===== config.mk =====
export PLATFORM = sky130hd
export DESIGN_NAME = jmsc_scanner
export DESIGN_NICKNAME = d
export VERILOG_FILES = /design/src/rtl/core/jmsc_pkg.sv /design/src/rtl/core/jmsc_scanner.sv
export VERILOG_INCLUDE_DIRS = /design/src /design/src/rtl/core
export SDC_FILE = /design/constraint.sdc
export NUM_CORES = 1
export LEC_CHECK = 0
export BUFFER_PORTS_ARGS = -buffer_cell sky130_fd_sc_hd__buf_2
export CAP_MARGIN = 25
export CORE_ASPECT_RATIO = 0.9
export CORE_MARGIN = 2
export CORE_UTILIZATION = 35
export CTS_CLUSTER_SIZE = 28
export DETAILED_ROUTE_END_ITERATION = 7
export GPL_ROUTABILITY_DRIVEN = 0
export PLACE_DENSITY = 0.62
export SYNTH_ARGS = -nofsm -noshare
export SYNTH_HDL_FRONTEND = slang
export SYNTH_SLANG_ARGS = --single-unit

===== constraint.sdc =====
create_clock -name clk -period 3.63 [get_ports clk]
set_clock_uncertainty 0.05 [all_clocks]
set_input_delay 0.1815 -clock clk [delete_from_list [all_inputs] [get_ports clk]]
set_output_delay 0.1815 -clock clk [all_outputs]
set_load 0.01 [all_outputs]

===== src/rtl/core/assert_macros.svh =====
// ----------------------------------------------------------------------------
// Assertion macros
// Shared concurrent assertion helpers for the marker size checker.
// ----------------------------------------------------------------------------
`ifndef ASSERT_MACROS_SVH
`define ASSERT_MACROS_SVH

`ifndef SYNTH

// Clocked assertion, disabled while reset is held.
`define JMSC_ASSERT(label, clk, rst, prop, msg) \
  label: assert property (@(posedge clk) disable iff (rst) (prop)) else $error(msg);

// Clocked assertion that is also checked during reset.
`define JMSC_ASSERT_ALWAYS(label, clk, prop, msg) \
  label: assert property (@(posedge clk) (prop)) else $error(msg);

`else

`define JMSC_ASSERT(label, clk, rst, prop, msg)
`define JMSC_ASSERT_ALWAYS(label, clk, prop, msg)

`endif

`endif


===== src/rtl/core/jmsc_pkg.sv =====
// ----------------------------------------------------------------------------
// jmsc_pkg
// Marker codes, frame header offsets, register indexes and shared types.
// ----------------------------------------------------------------------------
package jmsc_pkg;

  localparam logic [7:0] MARK_PREFIX = 8'hFF;
  localparam logic [7:0] MARK_SOI    = 8'hD8;
  localparam logic [7:0] MARK_EOI    = 8'hD9;
  localparam logic [7:0] MARK_SOF0   = 8'hC0;

  // Byte offsets inside the frame header, counting the FF of FF C0 as zero.
  localparam logic [3:0] OFS_HEIGHT_HI = 4'd5;
  localparam logic [3:0] OFS_HEIGHT_LO = 4'd6;
  localparam logic [3:0] OFS_WIDTH_HI  = 4'd7;
  localparam logic [3:0] OFS_WIDTH_LO  = 4'd8;
  localparam logic [3:0] OFS_LAST      = 4'd8;
  localparam logic [3:0] OFS_MARKER    = 4'd1;

  localparam logic [15:0] MIN_DIM_RESET = 16'd800;
  localparam logic [15:0] MAX_DIM_RESET = 16'd4095;

  typedef enum logic {
    REG_MIN_DIMENSION = 1'b0,
    REG_MAX_DIMENSION = 1'b1
  } reg_index_t;

  // What the scan leaves behind at the end of one file.
  typedef struct packed {
    logic        start_seen;
    logic        end_seen;
    logic        first_byte_zero;
    logic [15:0] width_value;
    logic [15:0] height_value;
  } frame_summary_t;

endpackage


===== src/rtl/core/jmsc_scanner.sv =====
// ----------------------------------------------------------------------------
// jmsc_scanner
// Byte-wise marker scan and frame header capture; registers a summary per file.
// ----------------------------------------------------------------------------
`include "assert_macros.svh"

module jmsc_scanner (
  input  logic                    clk,
  input  logic                    rst,
  input  logic                    in_valid,
  output logic                    in_ready,
  input  logic [7:0]              data_byte,
  input  logic                    last_byte,
  output logic                    sum_valid,
  input  logic                    sum_ready,
  output jmsc_pkg::frame_summary_t summary
);
  import jmsc_pkg::*;

  logic        previous_was_ff;
  logic        at_first_byte;
  logic        first_byte_zero;
  logic        start_seen;
  logic        end_seen;
  logic        frame_marker_seen;
  logic [3:0]  frame_byte_offset;
  logic [15:0] height_value;
  logic [15:0] width_value;

  logic        first_byte_zero_next;
  logic        start_seen_next;
  logic        end_seen_next;
  logic        frame_marker_seen_next;
  logic [3:0]  frame_byte_offset_next;
  logic [15:0] height_value_next;
  logic [15:0] width_value_next;
  logic        take;

  assign in_ready = !sum_valid || sum_ready;
  assign take     = in_valid && in_ready;

  always_comb begin
    first_byte_zero_next   = at_first_byte ? (data_byte == 8'd0) : first_byte_zero;
    start_seen_next        = start_seen;
    end_seen_next          = end_seen;
    frame_marker_seen_next = frame_marker_seen;
    frame_byte_offset_next = frame_byte_offset;
    height_value_next      = height_value;
    width_value_next       = width_value;

    // Header bytes that follow an SOF0 marker found on an earlier byte.
    if (frame_marker_seen && frame_byte_offset < OFS_LAST) begin
      frame_byte_offset_next = frame_byte_offset + 4'd1;
      unique case (frame_byte_offset_next)
        OFS_HEIGHT_HI: height_value_next[15:8] = data_byte;
        OFS_HEIGHT_LO: height_value_next[7:0]  = data_byte;
        OFS_WIDTH_HI:  width_value_next[15:8]  = data_byte;
        OFS_WIDTH_LO:  width_value_next[7:0]   = data_byte;
        default: ;
      endcase
    end

    if (previous_was_ff) begin
      if (start_seen && data_byte == MARK_EOI) end_seen_next = 1'b1;
      if (!start_seen && data_byte == MARK_SOI) start_seen_next = 1'b1;
      if (!frame_marker_seen && data_byte == MARK_SOF0) begin
        frame_marker_seen_next = 1'b1;
        frame_byte_offset_next = OFS_MARKER;
      end
    end
  end

  always_ff @(posedge clk) begin
    if (rst) begin
      previous_was_ff   <= 1'b0;
      at_first_byte     <= 1'b1;
      first_byte_zero   <= 1'b0;
      start_seen        <= 1'b0;
      end_seen          <= 1'b0;
      frame_marker_seen <= 1'b0;
      frame_byte_offset <= 4'd0;
      height_value      <= 16'd0;
      width_value       <= 16'd0;
      sum_valid         <= 1'b0;
    end else begin
      if (sum_ready) sum_valid <= 1'b0;
      if (take) begin
        if (last_byte) begin
          // The file ends here: hand over the summary and start a fresh file.
          sum_valid                    <= 1'b1;
          summary.start_seen           <= start_seen_next;
          summary.end_seen             <= end_seen_next;
          summary.first_byte_zero      <= first_byte_zero_next;
          summary.width_value          <= width_value_next;
          summary.height_value         <= height_value_next;
          previous_was_ff   <= 1'b0;
          at_first_byte     <= 1'b1;
          first_byte_zero   <= 1'b0;
          start_seen        <= 1'b0;
          end_seen          <= 1'b0;
          frame_marker_seen <= 1'b0;
          frame_byte_offset <= 4'd0;
          height_value      <= 16'd0;
          width_value       <= 16'd0;
        end else begin
          previous_was_ff   <= (data_byte == MARK_PREFIX);
          at_first_byte     <= 1'b0;
          first_byte_zero   <= first_byte_zero_next;
          start_seen        <= start_seen_next;
          end_seen          <= end_seen_next;
          frame_marker_seen <= frame_marker_seen_next;
          frame_byte_offset <= frame_byte_offset_next;
          height_value      <= height_value_next;
          width_value       <= width_value_next;
        end
      end
    end
  end

  `JMSC_ASSERT(a_last_restarts, clk, rst, (take && last_byte) |=> (at_first_byte && !start_seen), "last byte did not restart the scan")
  `JMSC_ASSERT(a_offset_tracks_marker, clk, rst, (frame_marker_seen || frame_byte_offset == 4'd0) && (frame_byte_offset <= OFS_LAST), "frame offset out of step with marker")
  `JMSC_ASSERT(a_end_needs_start, clk, rst, end_seen |-> start_seen, "end marker recorded without start marker")
  `JMSC_ASSERT(a_summary_held, clk, rst, (sum_valid && !sum_ready) |=> (sum_valid && $stable(summary)), "stalled summary changed")

endmodule


=== Word level (Yosys, flattened, before mapping) ===
Cells that the tools add are included.

* Word-level logic and storage cells: 68
* Output and inout bits: 37
* Bits of input ports: 13
* Register bits: 78

* Muxes and demuxes: 28
* $add $sub $neg: 1
* Bitwise operators: 1
* Equality and inequality tests: 8
* Reductions and logical operators: 14
* Magnitude comparators: 1

{| class="wikitable"
|+ Operators with widths
! kind !! number
|-
| 16-bit 2-to-1 mux || 4
|-
| 8-bit equality test (second input constant) || 4
|-
| 8-bit 2-to-1 mux || 4
|-
| 1-bit 2-to-1 mux || 16
|-
| 4-bit 2-to-1 mux || 4
|-
| 4-bit by 3-bit equality test with 1-bit output (second input constant) || 3
|-
| 8-bit zero test || 1
|-
| 3-bit AND reduction || 2
|-
| 1-bit logical AND || 5
|-
| 4-bit by 1-bit adder with 4-bit output (second input constant) || 1
|-
| 4-bit equality test (second input constant) || 1
|-
| 4-bit < comparator (second input constant) || 1
|-
| 2-bit nonzero test || 2
|-
| 1-bit zero test || 3
|-
| 1-bit logical OR || 1
|-
| 1-bit NOT || 1
|}

=== Depth between registers and ports, before layout ===
Gate-level depths: netlist (run 1).

* Depth after elaboration: 6
* Gate-level depth with buffers: 6

=== Worst setup path before layout (run 1) ===
No wires, ideal clock.

* Path type: reg-to-reg
* Start point: register sum_valid
* End point: register summary[0] in the netlist's numbering (enable)
* Arrival: 2.502 ns
* Library setup time: 0.427 ns
* Cell stages (with the launch flop): 7
* Slack: 0.651 ns
* Path buffers: 2
* Path through: dfxtp_1 -> nand2b_1 -> buf_2 -> and2_2 -> buf_6 -> nand2_1 -> nor2_1

* Word-level cells in the longest chain between the ends: 4

{| class="wikitable"
|+ Ends and longest elaborated chain
! item !! RTL line !! text
|-
| start: declaration || jmsc_scanner.sv:14 || <nowiki>output logic sum_valid,</nowiki>
|-
| start signal: assignment || jmsc_scanner.sv:84 || <nowiki>sum_valid <= 1'b0;</nowiki>
|-
| start signal: assignment || jmsc_scanner.sv:86 || <nowiki>if (sum_ready) sum_valid <= 1'b0;</nowiki>
|-
| start signal: assignment || jmsc_scanner.sv:90 || <nowiki>sum_valid <= 1'b1;</nowiki>
|-
| 1-bit zero test || jmsc_scanner.sv:39 || <nowiki>assign in_ready = !sum_valid || sum_ready;</nowiki>
|-
| 1-bit logical OR || jmsc_scanner.sv:39 ||
|-
| net in_ready || jmsc_scanner.sv:11 || <nowiki>output logic in_ready,</nowiki>
|-
| 1-bit logical AND || jmsc_scanner.sv:40 || <nowiki>assign take = in_valid && in_ready;</nowiki>
|-
| 3-bit AND reduction (no source line) || - ||
|-
| end: declaration || jmsc_scanner.sv:16 || <nowiki>output jmsc_pkg::frame_summary_t summary</nowiki>
|}

The timed path passes the listed nets, and every way through them passes these cells.
A chain may end at the register's enable or synchronous reset.

=== Worst setup path in the final report (run 1) ===
* Start point: register frame_byte_offset[0]
* End point: register summary[1] in the netlist's numbering, data pin

* Word-level cells in the longest chain between the ends: 4
* Elaborated cells on any way between the ends: 6

{| class="wikitable"
|+ Ends and longest elaborated chain
! item !! RTL line !! text
|-
| start: declaration || jmsc_scanner.sv:26 || <nowiki>logic [3:0] frame_byte_offset;</nowiki>
|-
| start signal: assignment || jmsc_scanner.sv:112 || <nowiki>frame_byte_offset <= frame_byte_offset_next;</nowiki>
|-
| 4-bit by 1-bit adder with 4-bit output || jmsc_scanner.sv:53 || <nowiki>frame_byte_offset_next = frame_byte_offset + 4'd1;</nowiki>
|-
| 4-bit by 3-bit equality test with 1-bit output || jmsc_scanner.sv:54 || <nowiki>unique case (frame_byte_offset_next)</nowiki>
|-
| 8-bit 2-to-1 mux || jmsc_scanner.sv:54 ||
|-
| 16-bit 2-to-1 mux * || jmsc_scanner.sv:52 || <nowiki>if (frame_marker_seen && frame_byte_offset < OFS_LAST) begin</nowiki>
|-
| net height_value_next[1] || jmsc_scanner.sv:35 || <nowiki>logic [15:0] height_value_next;</nowiki>
|}

The timed path passes the listed nets; every way through them passes the cells marked *.

==> reports/qor.csv, run 1 <==
stage,metric,value,unit
sta,RSZ-0062 raised after global routing,false,
route,Initial DRC Count,105,
die,die width,107.1,um
route,Routed WL per cell,15.42,um
placed_design,Placement Cell Area,3710,um^2
finish,Fillers,874,
sta,"Slew Viols, Final",0,
finish,fin area,3899,um^2
route,1st-pass router iterations,4,
finish,Finished Core Util,42.34,%
grt,grt total ovfl,0,
setup_path,Worst Setup Start Kind,register,
grt,first-pass GRT wire length,10870,um
yosys,most common flop cell mapped by yosys,dfxtp_1,
yosys,Gate Count Post-Synth,259,
die,Rows,33,
die,Core ar.,9208,um^2
grt,Overall Global Routing Usage,13.74,%
sta,min cycle time layout,2075,ps
setup_path,R2R cell count,5,
route,Residual DRC,0,
pwr,PwrDens,406.1,nW/um^2
setup_path,crit path buf inv count,0,
sta,Max-slew headroom,53.23,%
yosys,Unique masters post-synth,41,
sta,TNS Setup,0,ps
cts,Clock Sinks,78,
finish,Sequential Area,1912,um^2
setup_path,WS Path Type,register to register,
finish,Antenna Cells,0,
cts,clk slew on worst S/H paths,80,ps
cts,cts bufs inserted,9,
finish,area taken by multi-input logic gates,1370,um^2
finish,post-layout net count,328,
cts,Post-CTS Hold Buffers,0,
setup_path,CP Launch Point,frame_byte_offset[0]$_SDFFE_PP0P_,
setup_path,Worst EP required,3680,ps
sta,Achievable Freq,482.0,MHz
yosys,Mapped Area,3346,um^2
setup_path,WP data arrival,2120,ps
finish,Area Growth Syn to Fin,16.53,%
die,IO Pins,50,
finish,layout cells sized above 1,35.44,%
placed_design,DP HPWL,4449,um
route,Total Routed Length,6756,um
worst_hold_path,Hold/Removal Path Class,primary input to register,
cts,root buf cell,clkbuf_8,
yosys,Post-synth EDFFs,35,
cts,CTS tree,done,
sta,Final Hold Fails,0,
sta,fin crit share,57.15,%
route,Final ANT Viol Nets,0,
route,routed vias/inst,4.852,
setup_path,Crit path max-delay family,simple AND/OR/NAND/NOR gates,
die,Die Y,96.76,um
pwr,Pleak,1.656,nW
grt,vias in the first global route,2089,
die,full die area,10360,um^2
placed_design,Buffers on Ports,49,
setup_path,Worst Setup End Kind,register,
sta,endpoints failing setup,0,
die,Starting Density,36.34,%
outcome,outcome,"finished, final reports clean",
grt,largest net degree at the start of global routing,36,
yosys,Avg Inst Size Synth,12.92,um^2
cts,H-Tree Depth,3,
setup_path,Worst R2R End,summary[1]$_DFFE_PP_,
grt,initial antenna violation count,0,
yosys,Synth Warn #,0,
setup_path,CP Depth,5,
setup_path,CP Cell Sequence,ha_1 > nand2b_1 > o21ai_4 > nand3_4 > mux2_1,
yosys,Seq cells post-synth,78,
setup_path,CP endpoint,summary[1]$_DFFE_PP_,
cts,"Clk Latency, worst-skew pair",340,ps
cts,post-CTS resize count,0,
yosys,"Async S/R FF share, synth",0,%
cts,Post-CTS Setup Repair Bufs,0,
setup_path,r2r setup slk,1560,ps
route,via count,2125,
setup_path,CP peak stage delay,370,ps
sta,Worst-Margin Slew,699.0,ps
yosys,"Seq/Total Area, Yosys",57.14,%
setup_path,crit-path max FO,8,
pwr,Pwr Total,1.583,mW
flow_run,MaxCap Viol Count,0,
yosys,syn_nets,276,
setup_path,CP max-delay cell,dfxtp_1,
pwr,Worst VDD drop,137.0,uV
setup_path,Worst R2R Start,frame_byte_offset[0]$_SDFFE_PP0P_,
cts,clk buf depth,2,
==> metal layers <==
metal	vias up	GRT usage [%]	part of all wire (%)
li1	1052	-	-
met1	1004	19.76	50
met2	59	19.52	44
met3	10	2.898	3.8
met4	0	6.593	1.9
met5	-	0	0
==> flip-flops by register name, indices dropped and copies added, names as in the netlist <==
register and cells:
at_first_byte 1, end_seen 1, first_byte_zero 1, frame_byte_offset 4
frame_marker_seen 1, height_value 16, previous_was_ff 1, start_seen 1
sum_valid 1, summary 35, width_value 16
==> worst min-delay path by stage <==
stage | start | depth (start not counted) | endpoint
6_report | rst | 2 | first_byte_zero$_SDFFE_PP0P_
5_1_grt | rst | 2 | sum_valid$_SDFF_PP0_
4_1_cts | rst | 2 | first_byte_zero$_SDFFE_PP0P_
3_5_place_dp | height_value[7]$_SDFFE_PP0P_ | 2 | height_value[7]$_SDFFE_PP0P_
3_3_place_gp | height_value[7]$_SDFFE_PP0P_ | 2 | height_value[7]$_SDFFE_PP0P_
2_1_floorplan | data_byte[1] | 1 | width_value[1]$_SDFFE_PP0P_
==> cell families after synthesis <==
group | synth area share (%)
buffers and inverters | 2.131
xor gates and xnor gates | 0.2618
and+or+nand+nor | 14.06
AOI/OAI and AO/OA | 6.133
adders and majority gates | 1.496
muxes | 18.77
DFF | 57.14
==> per-stage QoR <==
| stage | hold WS, ps | worst slack [ps] | std cells |
|---|---|---|---|
| 2_1_floorplan | 257.2 | 651.0 | 259 |
| 5_1_grt | 136.6 | 1477 | 438 |
| 4_1_cts | 99.67 | 1290 | 437 |
| 3_5_place_dp | 401.7 | 1290 | 421 |
| 6_report | 119.5 | 1555 | 438 |
| 3_3_place_gp | 393.6 | 1389 | 421 |
==> cells in the mapped netlist, types with 2 or more instances <==
library cell	count	area, um^2
dfxtp_1	43	860.8
nand2_1	38	142.6
edfxtp_1	35	1051
mux2_2	29	326.6
mux2i_1	26	260.3
a22o_1	8	70.07
a21oi_1	6	30.03
buf_2	6	30.03
nor2_1	6	22.52
nor3_1	5	25.02
clkbuf_1	4	15.01
ha_1	4	50.05
inv_1	4	15.01
nand2b_1	4	25.02
nand3_1	4	20.02
and3_1	3	18.77
nand3_4	3	52.55
nand4_4	3	63.81
and4_1	2	17.52
mux2_4	2	30.03
nand4_1	2	12.51
o21a_1	2	15.01
o21bai_1	2	15.01
==> area by class of cell <==
class | instances | area share, %
repair buffers | 52 | 7.189
clock buffers | 12 | 3.723
clock inverters | 4 | 0.6098
multi-input cells | 166 | 35.14
flip-flops and latches | 78 | 49.04
well taps | 122 | 3.915
inverters | 4 | 0.3851
==> power by group <==
group	switching [mW]	internal, mW	total (mW)	leakage [nW]
registers	0.00342	0.924	0.927	0.664
logic	0.0559	0.0220	0.0779	0.903
clock network	0.313	0.266	0.578	0.0901
total	0.372	1.21	1.58	1.66
==> cells in the final DEF (no fill, tap or decap), types with 2 or more instances in the layout <==
| cell | n |
|---|---|
| a21oi_1 | 6 |
| a22o_1 | 8 |
| and3_1 | 3 |
| and4_1 | 2 |
| buf_2 | 49 |
| buf_4 | 2 |
| clkbuf_1 | 2 |
| clkbuf_8 | 10 |
| clkinv_2 | 3 |
| dfxtp_1 | 43 |
| edfxtp_1 | 35 |
| ha_1 | 4 |
| inv_1 | 4 |
| mux2_2 | 29 |
| mux2_4 | 2 |
| mux2i_1 | 26 |
| nand2_1 | 38 |
| nand2b_1 | 4 |
| nand3_1 | 4 |
| nand3_4 | 3 |
| nand4_1 | 2 |
| nand4_4 | 3 |
| nor2_1 | 5 |
| nor2_4 | 2 |
| nor3_1 | 5 |
| o21a_1 | 2 |
| o21bai_1 | 2 |
(Power assumes the default switching activity.)
==> run 2, diff against run 1 <==
--- a/config.mk
+++ b/config.mk
@@ -14,7 +14,7 @@
 export CTS_CLUSTER_SIZE = 28
 export DETAILED_ROUTE_END_ITERATION = 7
 export GPL_ROUTABILITY_DRIVEN = 0
-export PLACE_DENSITY = 0.62
+export PLACE_DENSITY = 0.64
 export SYNTH_ARGS = -nofsm -noshare
 export SYNTH_HDL_FRONTEND = slang
 export SYNTH_SLANG_ARGS = --single-unit
==> constraint.sdc (replaced) <==
create_clock -name clk -period 1.87 [get_ports clk]
set_clock_uncertainty 0.05 [all_clocks]
set_input_delay 0.0935 -clock clk [delete_from_list [all_inputs] [get_ports clk]]
set_output_delay 0.0935 -clock clk [all_outputs]
set_load 0.01 [all_outputs]
==> reports/qor.csv, run 2 (synthesized netlist as in run 1, its figures left out) <==
stage,metric,value,unit
setup_path,WS Path Type,register to register,
grt,first-pass GRT wire length,10840,um
die,full die area,10360,um^2
finish,Antenna Cells,0,
die,IO Pins,50,
cts,Post-CTS Hold Buffers,0,
finish,Biggest register,summary,
route,routed vias/inst,4.890,
placed_design,DP HPWL,4625,um
sta,min cycle time layout,1799,ps
finish,"commonest non-fill, non-tap cell in the layout",buf_2,
die,Rows,33,
route,Initial DRC Count,62,
setup_path,R2R cell count,5,
sta,RSZ-0062 raised after global routing,false,
grt,vias in the first global route,2098,
pwr,Pleak,1.702,nW
route,via count,2171,
cts,clk buf depth,2,
cts,Post-CTS Setup Repair Bufs,0,
cts,CTS tree,done,
finish,post-layout net count,334,
die,die width,107.1,um
cts,cts bufs inserted,9,
sta,Achievable Freq,555.9,MHz
outcome,outcome,"finished, final reports clean",
placed_design,DP Worst Slack,75.09,ps
sta,Final Hold Fails,0,
pwr,Worst VDD drop,295.6,uV
sta,"Slew Viols, Final",0,
route,Routed WL per cell,15.08,um
route,Residual DRC,0,
cts,"Clk Latency, worst-skew pair",340,ps
die,Starting Density,36.34,%
sta,Worst-Margin Slew,409.3,ps
cts,H-Tree Depth,3,
setup_path,WP data arrival,1840,ps
setup_path,Worst R2R End,summary[31]$_DFFE_PP_,
finish,layout cells sized above 1,37.89,%
route,Total Routed Length,6695,um
setup_path,CP Launch Point,frame_byte_offset[0]$_SDFFE_PP0P_,
finish,max reg flops,35,
setup_path,Worst Setup Start Kind,register,
worst_hold_path,Hold/Removal Path Class,primary input to register,
sta,final worst slack,71.00,ps
cts,post-CTS resize count,0,
placed_design,Buffers on Ports,49,
grt,initial antenna violation count,0,
worst_hold_path,hold path cells,2,
sta,endpoints failing setup,0,
route,1st-pass router iterations,4,
cts,Clock Sinks,78,
die,Core ar.,9208,um^2
setup_path,Worst R2R Start,frame_byte_offset[0]$_SDFFE_PP0P_,
route,Final ANT Viol Nets,0,
setup_path,Worst Setup End Kind,register,
setup_path,r2r setup slk,70,ps
sta,fin crit share,96.20,%
grt,Overall Global Routing Usage,13.74,%
cts,root buf cell,clkbuf_8,
cts,clk slew on worst S/H paths,80,ps
grt,largest net degree at the start of global routing,36,
sta,Max-slew headroom,72.71,%
finish,Finished Core Util,43.40,%
setup_path,CP endpoint,summary[31]$_DFFE_PP_,
flow_run,MaxCap Viol Count,0,
setup_path,crit-path max FO,8,
pwr,PwrDens,809.8,nW/um^2
setup_path,Worst EP required,1910,ps
finish,Largest regs,"summary x35, height_value x16, width_value x16",
die,Die Y,96.76,um
grt,grt total ovfl,0,
finish,Area Growth Syn to Fin,19.45,%
finish,most frequent cells in the layout,"buf_2 (49), dfxtp_1 (42), nand2_1 (37), edfxtp_1 (35), mux2_2 (29)",
==> run 2: per-stage QoR <==
stage | total power [mW] | TNS (ps) | hold WS [ps] | instances | area (um^2)
global placement | 2.002 | 0 | 377.6 | 428 | 3795
CTS | 3.262 | 0 | 2.935 | 444 | 3996
global route | 3.352 | 0 | 32.16 | 444 | 3996
floorplan | 1.928 | -1354 | 169.2 | 259 | 3383
finish | 3.236 | 0 | 20.11 | 444 | 3996
detailed placement | 2.003 | 0 | 386.5 | 428 | 3795
==> run 2: report_power, final <==
group          switching (mW)  internal, mW
Combinational           0.111        0.0482
Clock                   0.587         0.689
Sequential            0.00721          1.79
==> run 2: cell type report <==
type                       instances  area [um^2]
sequential                        78         1913
clock buffer                      13        158.9
clock inverter                     3        42.54
fill                             853         5211
multi-input combinational        166         1389
inverter                           4        15.01
tap                              122        152.6
timing repair buffer              58        325.3
==> run 2: worst min path at each step <==
stage | slack, ps | to | from
finish | 20 | sum_valid$_SDFF_PP0_ | rst
detailed placement | 390 | sum_valid$_SDFF_PP0_ | rst
CTS | 3 | sum_valid$_SDFF_PP0_ | rst
floorplan | 170 | width_value[1]$_SDFFE_PP0P_ | data_byte[1]
global placement | 380 | sum_valid$_SDFF_PP0_ | rst
global route | 30 | sum_valid$_SDFF_PP0_ | rst
==> run 2: per-layer routing <==
| metal | wire length (um) | up-vias | GRT usage (%) |
|---|---|---|---|
| li1 | - | 1065 | - |
| met1 | 3202 | 1043 | 18.86 |
| met2 | 3028 | 50 | 20.11 |
| met3 | 296 | 13 | 2.763 |
| met4 | 167 | 0 | 7.692 |
| met5 | 0 | - | 0 |
==> run 2: critical path: stages, from the launching register on <==
cell and delay (ps):
dfxtp_1 320, ha_2 200, nand2b_4 150, o21ai_4 270
nand3_4 220, mux2_4 340
